### src/rtl/tcp_syn_packet_builder_core_macros.svh
// Assertion macros used by the probe builder core.
`ifndef TCP_SYN_PACKET_BUILDER_CORE_MACROS_SVH
`define TCP_SYN_PACKET_BUILDER_CORE_MACROS_SVH

// Same-cycle implication, disabled while reset is asserted.
`define TSP_ASSERT_NOW(label, clk, rst_n, ante, cons, msg) \
	label: assert property (@(posedge clk) disable iff (!rst_n) (ante) |-> (cons)) \
		else $error(msg);

// Next-cycle implication, disabled while reset is asserted.
`define TSP_ASSERT_NEXT(label, clk, rst_n, ante, cons, msg) \
	label: assert property (@(posedge clk) disable iff (!rst_n) (ante) |=> (cons)) \
		else $error(msg);

`endif

### src/rtl/tsp_pkg.sv
// ----------------------------------------------------------------------------
// tsp_pkg
// Types and constants shared by the TCP SYN probe builder.
// ----------------------------------------------------------------------------
`default_nettype none

package tsp_pkg;

	localparam int PKT_LEN = 40;
	localparam int POS_W   = 6;
	localparam logic [POS_W-1:0] LAST_POS = POS_W'(PKT_LEN - 1);

	// Configuration register indexes.
	localparam logic [1:0] CFG_SRC_ADDR = 2'd0;
	localparam logic [1:0] CFG_SRC_PORT = 2'd1;

	localparam logic [15:0] SRC_PORT_RST = 16'd6553;
	localparam logic [31:0] SEQ_RST      = 32'd1;

	// Fixed header bytes.
	localparam logic [7:0] VER_IHL     = 8'h45;
	localparam logic [7:0] TOTAL_LEN   = 8'(PKT_LEN);
	localparam logic [7:0] TTL_MAX     = 8'hFF;
	localparam logic [7:0] PROTO_TCP   = 8'h06;
	localparam logic [7:0] DATA_OFFSET = 8'h50;
	localparam logic [7:0] FLAG_SYN    = 8'h02;

	// Sum of the constant 16-bit words of the IPv4 header:
	// 0x4500 + 0x0028 + 0xFF06.
	localparam logic [18:0] IP_SUM_BASE  = 19'h1442E;
	// Pseudo-header protocol and length plus the offset/flags word:
	// 0x0006 + 0x0014 + 0x5002.
	localparam logic [19:0] TCP_SUM_BASE = 20'h0501C;

	typedef logic [PKT_LEN-1:0][7:0] pkt_t;

	typedef struct packed {
		logic             valid;
		logic [7:0]       data;
		logic [POS_W-1:0] pos;
		logic             last;
	} cell_t;

endpackage

`default_nettype wire

### src/rtl/tsp_cell.sv
// ----------------------------------------------------------------------------
// tsp_cell
// One byte cell of the output chain: loads in parallel or takes its neighbor.
// ----------------------------------------------------------------------------
`default_nettype none

module tsp_cell (
	input  logic          clk,
	input  logic          arst_n,
	input  logic          load,
	input  logic          shift,
	input  tsp_pkg::cell_t load_cell,
	input  tsp_pkg::cell_t next_cell,
	output tsp_pkg::cell_t cur_cell
);
	import tsp_pkg::*;

	logic             valid_q;
	logic [7:0]       data_q;
	logic [POS_W-1:0] pos_q;
	logic             last_q;

	always_ff @(posedge clk or negedge arst_n) begin
		if (!arst_n) begin
			valid_q <= 1'b0;
		end else if (load) begin
			valid_q <= load_cell.valid;
		end else if (shift) begin
			valid_q <= next_cell.valid;
		end
	end

	always_ff @(posedge clk) begin
		if (load) begin
			data_q <= load_cell.data;
			pos_q  <= load_cell.pos;
			last_q <= load_cell.last;
		end else if (shift) begin
			data_q <= next_cell.data;
			pos_q  <= next_cell.pos;
			last_q <= next_cell.last;
		end
	end

	assign cur_cell = '{valid: valid_q, data: data_q, pos: pos_q, last: last_q};

endmodule

`default_nettype wire

### src/rtl/tsp_build.sv
// ----------------------------------------------------------------------------
// tsp_build
// Checksum pipeline: captures one probe request and assembles its 40 bytes.
// ----------------------------------------------------------------------------
`default_nettype none

module tsp_build (
	input  logic          clk,
	input  logic          arst_n,
	input  logic          start,
	input  logic          take,
	input  logic [31:0]   target_address,
	input  logic [15:0]   target_port,
	input  logic [31:0]   seq,
	input  logic [31:0]   src_addr,
	input  logic [15:0]   src_port,
	output logic          busy,
	output logic          done,
	output tsp_pkg::pkt_t pkt
);
	import tsp_pkg::*;

	logic        vld_s1, vld_s2, vld_s3, rdy_q;
	logic [31:0] dst_s1, seq_s1, src_s1;
	logic [15:0] dport_s1, sport_s1;
	logic [16:0] src_sum_s2, dst_sum_s2, port_sum_s2, seq_sum_s2;
	logic [18:0] ip_raw_s3;
	logic [19:0] tcp_raw_s3;
	logic [16:0] ip_fold_s4, tcp_fold_s4;
	logic [15:0] ip_ck, tcp_ck;

	always_ff @(posedge clk or negedge arst_n) begin
		if (!arst_n) begin
			vld_s1 <= 1'b0;
			vld_s2 <= 1'b0;
			vld_s3 <= 1'b0;
			rdy_q  <= 1'b0;
		end else begin
			vld_s1 <= start;
			vld_s2 <= vld_s1;
			vld_s3 <= vld_s2;
			if (vld_s3) begin
				rdy_q <= 1'b1;
			end else if (take) begin
				rdy_q <= 1'b0;
			end
		end
	end

	// Only one request is in flight, so the captured fields stay put until
	// the packet has moved into the output chain.
	always_ff @(posedge clk) begin
		if (start) begin
			dst_s1   <= target_address;
			dport_s1 <= target_port;
			seq_s1   <= seq;
			src_s1   <= src_addr;
			sport_s1 <= src_port;
		end
		if (vld_s1) begin
			src_sum_s2  <= {1'b0, src_s1[31:16]} + {1'b0, src_s1[15:0]};
			dst_sum_s2  <= {1'b0, dst_s1[31:16]} + {1'b0, dst_s1[15:0]};
			port_sum_s2 <= {1'b0, sport_s1} + {1'b0, dport_s1};
			seq_sum_s2  <= {1'b0, seq_s1[31:16]} + {1'b0, seq_s1[15:0]};
		end
		if (vld_s2) begin
			ip_raw_s3  <= 19'(src_sum_s2) + 19'(dst_sum_s2) + IP_SUM_BASE;
			tcp_raw_s3 <= 20'(src_sum_s2) + 20'(dst_sum_s2) + 20'(port_sum_s2)
				+ 20'(seq_sum_s2) + TCP_SUM_BASE;
		end
		if (vld_s3) begin
			ip_fold_s4  <= {1'b0, ip_raw_s3[15:0]} + 17'(ip_raw_s3[18:16]);
			tcp_fold_s4 <= {1'b0, tcp_raw_s3[15:0]} + 17'(tcp_raw_s3[19:16]);
		end
	end

	// After the first fold the carry is at most one, and adding it back
	// cannot carry again.
	assign ip_ck  = ~(ip_fold_s4[15:0] + 16'(ip_fold_s4[16]));
	assign tcp_ck = ~(tcp_fold_s4[15:0] + 16'(tcp_fold_s4[16]));

	always_comb begin
		pkt     = '0;
		pkt[0]  = VER_IHL;
		pkt[3]  = TOTAL_LEN;
		pkt[8]  = TTL_MAX;
		pkt[9]  = PROTO_TCP;
		pkt[10] = ip_ck[15:8];
		pkt[11] = ip_ck[7:0];
		pkt[12] = src_s1[31:24];
		pkt[13] = src_s1[23:16];
		pkt[14] = src_s1[15:8];
		pkt[15] = src_s1[7:0];
		pkt[16] = dst_s1[31:24];
		pkt[17] = dst_s1[23:16];
		pkt[18] = dst_s1[15:8];
		pkt[19] = dst_s1[7:0];
		pkt[20] = sport_s1[15:8];
		pkt[21] = sport_s1[7:0];
		pkt[22] = dport_s1[15:8];
		pkt[23] = dport_s1[7:0];
		pkt[24] = seq_s1[31:24];
		pkt[25] = seq_s1[23:16];
		pkt[26] = seq_s1[15:8];
		pkt[27] = seq_s1[7:0];
		pkt[32] = DATA_OFFSET;
		pkt[33] = FLAG_SYN;
		pkt[36] = tcp_ck[15:8];
		pkt[37] = tcp_ck[7:0];
	end

	assign busy = vld_s1 | vld_s2 | vld_s3 | rdy_q;
	assign done = rdy_q;

endmodule

`default_nettype wire

### src/rtl/tcp_syn_packet_builder_core.sv
// ----------------------------------------------------------------------------
// tcp_syn_packet_builder_core
// Builds 40-byte IPv4/TCP SYN probes, streamed one byte per cycle unless stalled.
// ----------------------------------------------------------------------------
// Usage:
// The input channel carries one probe request per transaction: a destination
// address and port. The output channel carries one packet byte per
// transaction with its offset and a flag on the final byte, 40 transactions
// per probe in wire order. Both channels use valid/stall handshakes.
// A request passes a four-stage checksum pipeline and is then loaded in
// parallel into a chain of 40 byte cells, which shifts one byte out per
// taken transaction. A new request is accepted as soon as the previous one
// has entered the chain, so its checksums are ready while the earlier probe
// drains. When the receiver stalls, the chain holds and the byte on the port
// stays unchanged; once a request is waiting in the pipeline, in_stall is
// high. Reset empties the chain, sets the sequence number to one, the source
// address to zero and the source port to 6553. The user must make
// configuration writes only while the block is idle; the block itself does
// not enforce this.
// ----------------------------------------------------------------------------
`default_nettype none

module tcp_syn_packet_builder_core (
	input  logic                      clk,
	input  logic                      arst_n,
	// Configuration write port.
	input  logic                      cfg_wr_en,
	input  logic [1:0]                cfg_index,
	input  logic [31:0]               cfg_data,
	// Request channel.
	input  logic                      in_valid,
	output logic                      in_stall,
	input  logic [31:0]               target_address,
	input  logic [15:0]               target_port,
	// Byte channel.
	output logic                      out_valid,
	input  logic                      out_stall,
	output logic [7:0]                packet_byte,
	output logic [tsp_pkg::POS_W-1:0] byte_position,
	output logic                      last_byte
);
	import tsp_pkg::*;

`include "tcp_syn_packet_builder_core_macros.svh"

	logic [31:0] src_addr_q;
	logic [15:0] src_port_q;
	logic [31:0] seq_q;

	logic  in_take, out_take;
	logic  build_busy, build_done;
	logic  chain_load;
	pkt_t  pkt;
	cell_t chain [PKT_LEN];

	assign in_take  = in_valid && !in_stall;
	assign out_take = out_valid && !out_stall;
	assign in_stall = build_busy;

	// Configuration registers.
	always_ff @(posedge clk or negedge arst_n) begin
		if (!arst_n) begin
			src_addr_q <= '0;
			src_port_q <= SRC_PORT_RST;
		end else if (cfg_wr_en) begin
			unique case (cfg_index)
				CFG_SRC_ADDR: src_addr_q <= cfg_data;
				CFG_SRC_PORT: src_port_q <= cfg_data[15:0];
				default: ;
			endcase
		end
	end

	// The sequence number advances once per accepted request and wraps.
	always_ff @(posedge clk or negedge arst_n) begin
		if (!arst_n) begin
			seq_q <= SEQ_RST;
		end else if (in_take) begin
			seq_q <= seq_q + 32'd1;
		end
	end

	tsp_build u_build (
		.clk            (clk),
		.arst_n         (arst_n),
		.start          (in_take),
		.take           (chain_load),
		.target_address (target_address),
		.target_port    (target_port),
		.seq            (seq_q),
		.src_addr       (src_addr_q),
		.src_port       (src_port_q),
		.busy           (build_busy),
		.done           (build_done),
		.pkt            (pkt)
	);

	// A finished packet enters the chain when the chain is empty or its
	// final byte leaves in this cycle. Whole packets go in and out, so a
	// valid last byte at the head means every other cell is empty.
	assign chain_load = build_done && (!chain[0].valid || (chain[0].last && out_take));

	for (genvar i = 0; i < PKT_LEN; i++) begin : g_cell
		cell_t load_c, next_c;

		assign load_c = '{valid: 1'b1, data: pkt[i], pos: POS_W'(i),
			last: (i == PKT_LEN - 1)};

		if (i == PKT_LEN - 1) begin : g_tail
			assign next_c = '0;
		end else begin : g_body
			assign next_c = chain[i+1];
		end

		tsp_cell u_cell (
			.clk       (clk),
			.arst_n    (arst_n),
			.load      (chain_load),
			.shift     (out_take),
			.load_cell (load_c),
			.next_cell (next_c),
			.cur_cell  (chain[i])
		);
	end

	// The head cell is the output register.
	assign out_valid     = chain[0].valid;
	assign packet_byte   = chain[0].data;
	assign byte_position = chain[0].pos;
	assign last_byte     = chain[0].last;

	// A taken byte that is not the last is followed by the next offset.
	`TSP_ASSERT_NEXT(a_pos_advance, clk, arst_n, out_take && !last_byte,
		out_valid && (byte_position == POS_W'($past(byte_position) + 1'b1)),
		"byte offset did not advance within a packet")

	// The flag marks exactly the final offset.
	`TSP_ASSERT_NOW(a_last_flag, clk, arst_n, out_valid,
		last_byte == (byte_position == LAST_POS),
		"last byte flag disagrees with offset")

	// With nothing built, the output goes quiet after the final byte.
	`TSP_ASSERT_NEXT(a_drain, clk, arst_n, out_take && last_byte && !build_done,
		!out_valid, "output valid after final byte with no packet ready")

	// An accepted request holds off the next one until it is loaded.
	`TSP_ASSERT_NEXT(a_one_in_flight, clk, arst_n, in_take, in_stall,
		"request accepted while another one is in flight")

endmodule

`default_nettype wire

### config.mk
export PLATFORM = sky130hd
export DESIGN_NAME = tcp_syn_packet_builder_core
export DESIGN_NICKNAME = d
export VERILOG_FILES = /design/src/rtl/tsp_pkg.sv /design/src/rtl/tsp_cell.sv /design/src/rtl/tsp_build.sv /design/src/rtl/tcp_syn_packet_builder_core.sv
export VERILOG_INCLUDE_DIRS = /design/src /design/src/rtl
export SDC_FILE = /design/constraint.sdc
export NUM_CORES = 2
export LEC_CHECK = 0
export ABC_AREA = 1
export BUFFER_PORTS_ARGS = -buffer_cell sky130_fd_sc_hd__buf_2
export CORE_ASPECT_RATIO = 2
export CORE_MARGIN = 2
export CORE_UTILIZATION = 40
export CTS_CLUSTER_DIAMETER = 80
export CTS_CLUSTER_SIZE = 16
export DETAILED_ROUTE_END_ITERATION = 8
export GPL_TIMING_DRIVEN = 0
export PLACE_DENSITY_LB_ADDON = 0.12
export SLEW_MARGIN = 20
export SYNTH_ARGS = -nofsm -noshare
export SYNTH_HDL_FRONTEND = slang
export SYNTH_SLANG_ARGS = --single-unit
export TNS_END_PERCENT = 20
### constraint.sdc
create_clock -name clk -period 5.6 [get_ports clk]
set_input_delay 0.28 -clock clk [delete_from_list [all_inputs] [get_ports clk]]
set_output_delay 0.28 -clock clk [all_outputs]
set_load 0.02 [all_outputs]
==> out/summary.txt <==
final slew viol count: 0
syn nets: 4,887
average cell area after synthesis: 8.84 um^2
clock buffer depth: 3
Die Wd: 231 um
Max Cap Viol: 0
worst setup path class: flop to flop
Post-Route WL: 107,000 um
Cell Area, Synth: 0.0411 mm^2
initial antenna violation count: 2
Post-Syn Instances: 4,648
CP Capture Type: flop
Port Buffers: 103
sequential share of the synthesized area: 0.572
worst skew pair latency: 0.66 ns
Starting Density: 0.402
count leader, synth: nand2_1
total grt overflow: 0
Post-DP HPWL: 82,200 um
Synthesis Warnings: 0
LEAKAGE: 22.5 nW
fin crit share: 0.921
Filler Cell Count: 10,200
PostCTS Resize Cnt: 0
htree depth: 3
post-CTS setup buffers: 0
CP Launch Type: flop
# clock sinks: 928
arrival time at the worst endpoint: 5.54 ns
final design area excluding fillers: 0.0461 mm^2
Power Density: 623 mW/mm^2
drt initial violations: 1,424
ys flop type: edfxtp_1
Layout Cells excl Fill: 6,287
Total GRT Usage: 0.206
fmax: 194 MHz
Vias per Instance: 4.71
first-pass detailed-route iteration total: 7
CP max FO: 4
CTS tree: done
ratio of cells with drive above 1 in the final layout: 0.0672
Nets: 5,145
DRC: 0
post-synth cell types: 51
worst hold path type: input pin to flop
area share of the largest cell type after synthesis: 0.313
Power, Total: 28.8 mW
Area contributors post-synth: edfxtp_1, dfxtp_1, nand2_1
Die Span Y: 457 um
DP Area: 0.0435 mm^2
fin util: 0.452
Slew headroom: 0.275
Worst Path Required: 5.99 ns
I/O pin total: 104
Synth Register Bits: 928
die area: 0.105 mm^2
Routed Antenna Nets: 0
RSZ-0062 raised after global routing: no
final setup fails: 0
RePlAce Congestion: 0.893
vias in the first global route: 29,700
clock skew: 0.0272 ns
CTS root buf: clkbuf_16
Inserted Clock Buffers: 67
Avg WL per Cell: 17.1 um
global-route wire length before repair: 165,000 um
number of flops mapped to enable cells by yosys: 429
Final Hold Fails: 0
status: finished, final reports clean
placed instance count: 6,100
most instantiated cells after synthesis: nand2_1, inv_1, edfxtp_1
P&R area growth vs syn: 12.3%
post-synth top area cell: edfxtp_1
Worst-path clk slew: 0.08 ns
Worst Tran Pin Value: 1.09 ns
reg2reg setup slack: 0.44 ns
largest net degree at the start of global routing: 96
Max VDD drop: 359 uV
num rows: 166
core area: 0.102 mm^2
vias post-DR: 29,600
crit path time final: 5.16 ns
fraction of registers with async set/reset: 0.134
[flip-flops by register name (all words and copies together) (netlist names), 16 cells and up]
register,cells
g_cell.u_cell.data_q,304
g_cell.u_cell.last_q,38
g_cell.u_cell.pos_q,193
g_cell.u_cell.valid_q,40
seq_q,32
src_addr_q,32
src_port_q,16
u_build.dport_s1,16
u_build.dst_s1,32
u_build.dst_sum_s2,17
u_build.ip_fold_s4,17
u_build.ip_raw_s3,19
u_build.port_sum_s2,17
u_build.seq_s1,32
u_build.seq_sum_s2,17
u_build.sport_s1,16
u_build.src_s1,32
u_build.src_sum_s2,17
u_build.tcp_fold_s4,17
u_build.tcp_raw_s3,20
[kinds of logic after synthesis]
logic type	share of synthesized area
AND/OR/NAND/NOR	0.233
flip-flops	0.572
XOR/XNOR	0.0328
AO/OA/AOI/OAI	0.0393
adder cells (fa/ha/maj)	0.0508
multiplexers	0.00438
buffers and inverters	0.0676
[cells in the final DEF, fill, tap and decap left out, drive strengths merged, types with 96 or more instances in the layout]
| cell type | n |
|---|---|
| dfxtp | 375 |
| xor2 | 105 |
| buf | 169 |
| inv | 545 |
| ha | 127 |
| clkbuf | 215 |
| edfxtp | 429 |
| dfrtp | 116 |
| o21ai | 149 |
| nor2 | 99 |
| a21oi | 96 |
| nand3 | 197 |
| nand2 | 2003 |
[worst max-delay path, stage by stage, from the launching register on]
cell and delay [ns]:
edfxtp_1 0.39, ha_1 0.26, fa_1 0.49, xnor2_1 0.63
ha_1 0.22, inv_1 0.05, fa_1 0.50, ha_1 0.18
inv_1 0.06, fa_1 0.40, nand3b_1 0.18, nand2_1 0.13
a21oi_1 0.11, o21ai_0 0.29, nand3_1 0.15, o21ai_0 0.46
nand2_1 0.16, nand3_1 0.10, nand2_1 0.12
[layout make-up]
class                      instances  area, um^2  area share
sequential                       928       23500       0.509
inverter                         542        2050      0.0444
clock buffer                      99        1800      0.0389
clock inverter                     6        67.6     0.00146
tap                             1344        1680      0.0364
buffer                           177         744      0.0161
antenna                            1        2.50   0.0000542
multi-input combinational       3001       14800       0.321
timing repair buffer             189        1470      0.0319
[metrics by stage]
| stage | TNS [ns] | hold slack [ns] | setup WS (ns) |
|---|---|---|---|
| 6_report | 0 | 0.0185 | 0.445 |
| 2_1_floorplan | 0 | -0.0156 | 0.633 |
| 3_3_place_gp | -417.30 | 0.430 | -1.76 |
| 4_1_cts | 0 | 0.000840 | 0.371 |
| 5_1_grt | 0 | 0.0651 | 0.208 |
| 3_5_place_dp | 0 | 0.244 | 0.372 |
[power by group]
group	switching, mW	total, mW	internal [mW]
clock network	2.39	4.63	2.24
registers	1.37	12.0	10.6
logic	8.04	12.2	4.12
[final timing paths]
check	start	to	cells after the start
max	u_build.dst_sum_s2[0]	u_build.tcp_raw_s3[18]	18
min	cfg_data[4]	src_addr_q[4]	3
max reg2reg	u_build.dst_sum_s2[0]	u_build.tcp_raw_s3[18]	18
min reg2reg	src_addr_q[18]	u_build.src_s1[18]	0
max in group asynchronous	arst_n	g_cell[30].u_cell.valid_q	3
min in group asynchronous	arst_n	src_port_q[6]	2
[metal layers]
layer | routed length [um] | track usage | vias up
li1 | - | - | 15100
met1 | 36200 | 0.188 | 13800
met2 | 61900 | 0.423 | 477
met3 | 2300 | 0.0196 | 219
met4 | 6800 | 0.125 | 0
met5 | 0 | 0 | -
[repair_timing]
action	4_1_cts	5_1_grt
hold endpoints to repair	217	0
endpoints found under the setup margin	0	0
hold buffers	81	0
(Power assumes the default switching activity.)
